[config.mk]
export PLATFORM = sky130hd
export DESIGN_NAME = pip_vtx_mem
export DESIGN_NICKNAME = d
export VERILOG_FILES = /design/src/rtl/pip_pkg.sv /design/src/rtl/pip_vtx_mem.sv
export SDC_FILE = /design/constraint.sdc
export NUM_CORES = 2
export LEC_CHECK = 0
export ABC_CLOCK_PERIOD_IN_PS = 6550
export BUFFER_PORTS_ARGS = -buffer_cell sky130_fd_sc_hd__buf_4
export CELL_PAD_IN_SITES_DETAIL_PLACEMENT = 0
export CELL_PAD_IN_SITES_GLOBAL_PLACEMENT = 2
export CORE_AREA = 2 2 649 813
export DETAILED_ROUTE_END_ITERATION = 8
export DIE_AREA = 0 0 651 815
export HOLD_SLACK_MARGIN = 0.02
export PLACE_DENSITY = 0.49
export SYNTH_ARGS = -nofsm -noshare
export SYNTH_HDL_FRONTEND = slang
export SYNTH_SLANG_ARGS = --single-unit
[constraint.sdc]
create_clock -name clk -period 6.55 [get_ports clk]
set_input_delay 0.3275 -clock clk [delete_from_list [all_inputs] [get_ports clk]]
set_output_delay 0.3275 -clock clk [all_outputs]
set_load 0.01 [all_outputs]
[src/rtl/pip_pkg.sv]
// Shared constants and types for the point-in-polygon core
package pip_pkg;

  localparam int MAX_VERTICES = 64;
  localparam int COORD_WIDTH  = 32;
  localparam int ADDR_W       = $clog2(MAX_VERTICES);
  localparam int CNT_W        = $clog2(MAX_VERTICES + 1);
  localparam int DIFF_W       = COORD_WIDTH + 1;
  localparam int PROD_W       = 2 * DIFF_W;

  typedef logic signed [COORD_WIDTH-1:0] coord_t;
  typedef logic [ADDR_W-1:0]             addr_t;
  typedef logic [CNT_W-1:0]              count_t;

  typedef struct packed {
    coord_t x;
    coord_t y;
  } vertex_t;

  typedef enum logic {
    OP_LOAD  = 1'b0,
    OP_QUERY = 1'b1
  } opcode_t;

  // one edge (prev -> cur) handed to the crossing unit
  typedef struct packed {
    logic    valid;
    vertex_t cur;
    vertex_t prev;
  } edge_req_t;

  typedef struct packed {
    logic busy;
    logic hit;
  } edge_stat_t;

endpackage

[src/rtl/pip_vtx_mem.sv]
// Vertex memory: one write port, one registered read port
module pip_vtx_mem (
  input  logic             clk,
  input  logic             we,
  input  pip_pkg::addr_t   waddr,
  input  pip_pkg::vertex_t wdata,
  input  pip_pkg::addr_t   raddr,
  output pip_pkg::vertex_t rdata
);
  import pip_pkg::*;

  vertex_t mem [MAX_VERTICES];

  always_ff @(posedge clk) begin
    if (we) begin
      mem[waddr] <= wdata;
    end
  end

  always_ff @(posedge clk) begin
    rdata <= mem[raddr];
  end

endmodule

* Word-level counts from Yosys, hierarchy flattened *
Memory sizes are Yosys's and may differ from the RTL's. A register that Yosys moved wholly into a read port is not among the register bits.
Index checks and enable logic that the tools add are counted.

operators by class
  multiplexer cells = 2

operators by type and width
  cell               number
  1-bit two-way mux  2

word-level totals
  flip-flop bits (word level) = 0
  RAM bits = 4,096
  input bits = 78
  output and inout bits = 64
  word-level logic and storage cells = 3
  memories kept = 1

memory list
  name  depth  bits a word  rd ports  clocked after Yosys merged registers in  write ports  RTL line           source
  mem   64     64           1         1                                        1            pip_vtx_mem.sv:12  vertex_t mem [MAX_VERTICES];

* Depth between registers and ports, before layout *
  word-level depth = 2
  depth in mapped cells = 9
  mapped depth without buffers = 5

* Worst setup path after synthesis *
Ideal clock, no wire load.

  path type = input -> register
  start point = input port waddr[3]
  end point = memory mem[48][0] (netlist bit) (enable)
  setup time = 0.564 ns
  arrival = 5.199 ns
  required time = 5.986 ns
  setup slack = 0.787 ns
  stages on the path = 4
  path buffers = 1
  cells stage by stage = clkbuf_1 -> nor2b_1 -> nand4b_1 -> nor3_1

RTL lines
  element             RTL line           source
  start: declaration  pip_vtx_mem.sv:5   input pip_pkg::addr_t waddr,
  end: declaration    pip_vtx_mem.sv:12

No word-level cell before the write port.

* Worst setup path in the final report *
  start point = input port waddr[4]
  end point = memory mem[41][60] (netlist bit) (enable)

No word-level cell before the write port.

==> results by group <==
Finish
  • Commonest non-fill, non-tap cell in the layout: edfxtp_1
  • Layout cells sized above 1: 28.6%
  • Most frequent cells in the layout: edfxtp_1 (4,096), mux4_2 (1,024), clkbuf_16 (440)
  • # nets final: 7,185
  • Area grow syn2layout: 16.3%

Route
  • WL per Instance: 35.3 um
  • Drt drc: 0
  • Detailed Routing Iterations Pass 1: 7
  • ANT nets after route: 0
  • Initial detailed-routing violation count: 7,081
  • Routed WL: 507,000 um
  • Drt via density: 5.19
  • Vias: 74,500

Yosys
  • Asr flop ratio synth: 0%
  • Top cells by area, synth: edfxtp_1 (79%), mux4_2 (15%), mux2i_1 (0.86%)
  • Main synth FF type: edfxtp_1
  • Post-synthesis mux area share: 15.6%
  • Synth Cell Area: 0.156 mm^2
  • Simple-Gate Fraction of Synth Area: 1.24%
  • Flops & latches, synth: 4,160
  • Synth Area in Compound Gates: 2.48%
  • Mean area per synthesized cell: 23.7 um^2
  • Main combinational cell family by area after synthesis: multiplexers
  • Synth area leader: edfxtp_1
  • Warnings, synthesis: 0
  • Seq/Total Area, Yosys: 79.5%
  • Mapped Nets: 6,676
  • Adder-cell share of the synthesized area: 0%
  • Post-Syn Instances: 6,598
  • EDFF count, synth: 4,096
  • Synth cell types: 33
  • Top cell type's share of synthesized area: 78.7%
  • Synth Area in XOR/XNOR: 0%

CTS
  • Sink Count: 4,160
  • CTS tree: built
  • Clk slew on worst S/H paths: 0.06 ns
  • Root buffer cell: clkbuf_16
  • Htree depth: 5
  • Clock latency on the worst-skew pair: 1.03 ns
  • Post CTS Setup Buffer Count: 0
  • CTS Buf Count: 432
  • Cts hold-fix bufs: 64
  • Post-cts gate resize count: 0
  • Clk buf depth: 4

Floorplan
  • Placement Rows: 297
  • Die Span X: 651 um
  • Initial Util: 29.9%
  • Ports: 142
  • Die ar.: 0.531 mm^2
  • DIE HEIGHT: 815 um
  • Core ar.: 0.522 mm^2

Setup path
  • Worst Path Arrival: 3.28 ns
  • R2r endpoint: rdata[21]
  • Critical Path Fanout Max: 22
  • Worst-case reg-to-reg path depth: 4
  • Worst r2r src: mem[36][21]
  • Crit Path Class: primary input to flip-flop
  • CP Capture Type: flip-flop
  • R2r setup slk: 4.22 ns
  • CP startpoint kind: primary input
  • Worst Path Required: 7.18 ns

Global routing
  • Initial antenna violation count: 61
  • Number of global-route vias before repair: 78,200
  • Largest net degree at the start of global routing: 105
  • Gr ovfl total: 0
  • First-pass GRT wire length: 688,000 um
  • GRT Total Usage: 18.8%

Min path
  • Hold Path Depth: 4
  • Hold_sp: raddr[4]
  • Min-delay worst type: primary input to flip-flop
  • WHS Endpoint: rdata[0]

Timing
  • Tmin final: 2.65 ns
  • Worst slew pin tran: 1.37 ns
  • Setup violators final: 0
  • Period utilization: 40.5%
  • Final WS setup: 3.90 ns
  • Worst Clk Skew: 0.0668 ns
  • Setup TNS: 0 ns
  • Min Hold Slack: 0.148 ns
  • Final Hold Fails: 0
  • Slew headroom: 8.21%
  • Highest Clock Rate: 0.377 GHz
  • Count of pins over their slew limit: 0
  • RSZ-0062 raised after global routing: false

Power
  • PwrDens: 313 mW/mm^2
  • Peak supply drop: 0.205 mV
  • Lkg Pwr: 55.8 nW

Job
  • Max Cap Viol: 0

Outcome
  • Status: completed

Placement
  • Detailed Place HPWL: 276,000 um
  • Port Buffer Count: 141
  • Dpl ws: 2.77 ns
  • Gpl congestion: 0.729
-- report_power, final --
group	internal [mW]	total (mW)	switching (mW)
Sequential	29.5	29.6	0.167
Combinational	0.982	2.66	1.68
Clock	14.0	24.5	10.6
-- Yosys cell counts, drive strengths merged, types with 29 or more instances --
cell type  number
mux2i         135
a22oi         168
or3            29
mux4         1024
nand2          58
dfxtp          64
a211oi         63
clkbuf        140
nand3          45
a22o           88
edfxtp       4096
nor2          112
o22ai          83
and3           64
o221ai         38
buf           230
-- how the worst max path moves through the flow --
stage / start / to / slack [ns] / cells after the start
final: waddr[4] / mem[41][60] / 3.90 / 4
after global routing: raddr[0] / rdata[32] / 3.70 / 7
after CTS: raddr[4] / rdata[21] / 3.91 / 6
after detailed placement: raddr[4] / rdata[21] / 2.77 / 6
after global placement: raddr[0] / rdata[7] / 2.75 / 7
after floorplan: waddr[3] / mem[48][0] / 0.79 / 4
-- metal layers --
metal | part of all wire, % | GRT usage [%] | up-vias
li1 | - | - | 29600
met1 | 41 | 24.5 | 42300
met2 | 52 | 33.4 | 1997
met3 | 4.5 | 2.44 | 592
met4 | 2.2 | 3.86 | 12
met5 | 0.016 | 0 | -
-- area by class of cell --
cell class / instances / area [um^2]
Timing Repair Buffer: 445 / 4040
Multi-Input combinational cell: 2049 / 30800
Antenna cell: 12 / 30.0
Sequential cell: 4160 / 124000
Inverter: 19 / 71.3
Fill cell: 48100 / 340000
Tap cell: 6877 / 8600
Clock buffer: 556 / 11700
Clock inverter: 241 / 2300
-- stage by stage --
stage          power (mW)  area (um^2)  utilization, %  instances
3_5_place_dp         32.9       167000            32.0      13500
6_report             56.8       182000            34.8      14400
4_1_cts              57.6       182000            34.8      14300
2_1_floorplan        31.5       156000               -       6598
3_3_place_gp         32.9       167000            32.0      13500
5_1_grt              58.6       182000            34.8      14300
-- worst max-delay path: stages --
cell and delay (ns):
buf_4 0.14, nand3b_1 0.70, nor2_4 1.31, buf_4 0.67
-- state kept, by name, summed over array words and instances, names as in the netlist --
signal and cells:
mem 4096, rdata 64
-- cells by family after synthesis --
family	count (synthesis)
and+or+nand+nor	386
AOI/OAI and AO/OA	504
buffers and inverters	389
muxes	1159
DFF	4160
Power figures use the tool's default switching activity.
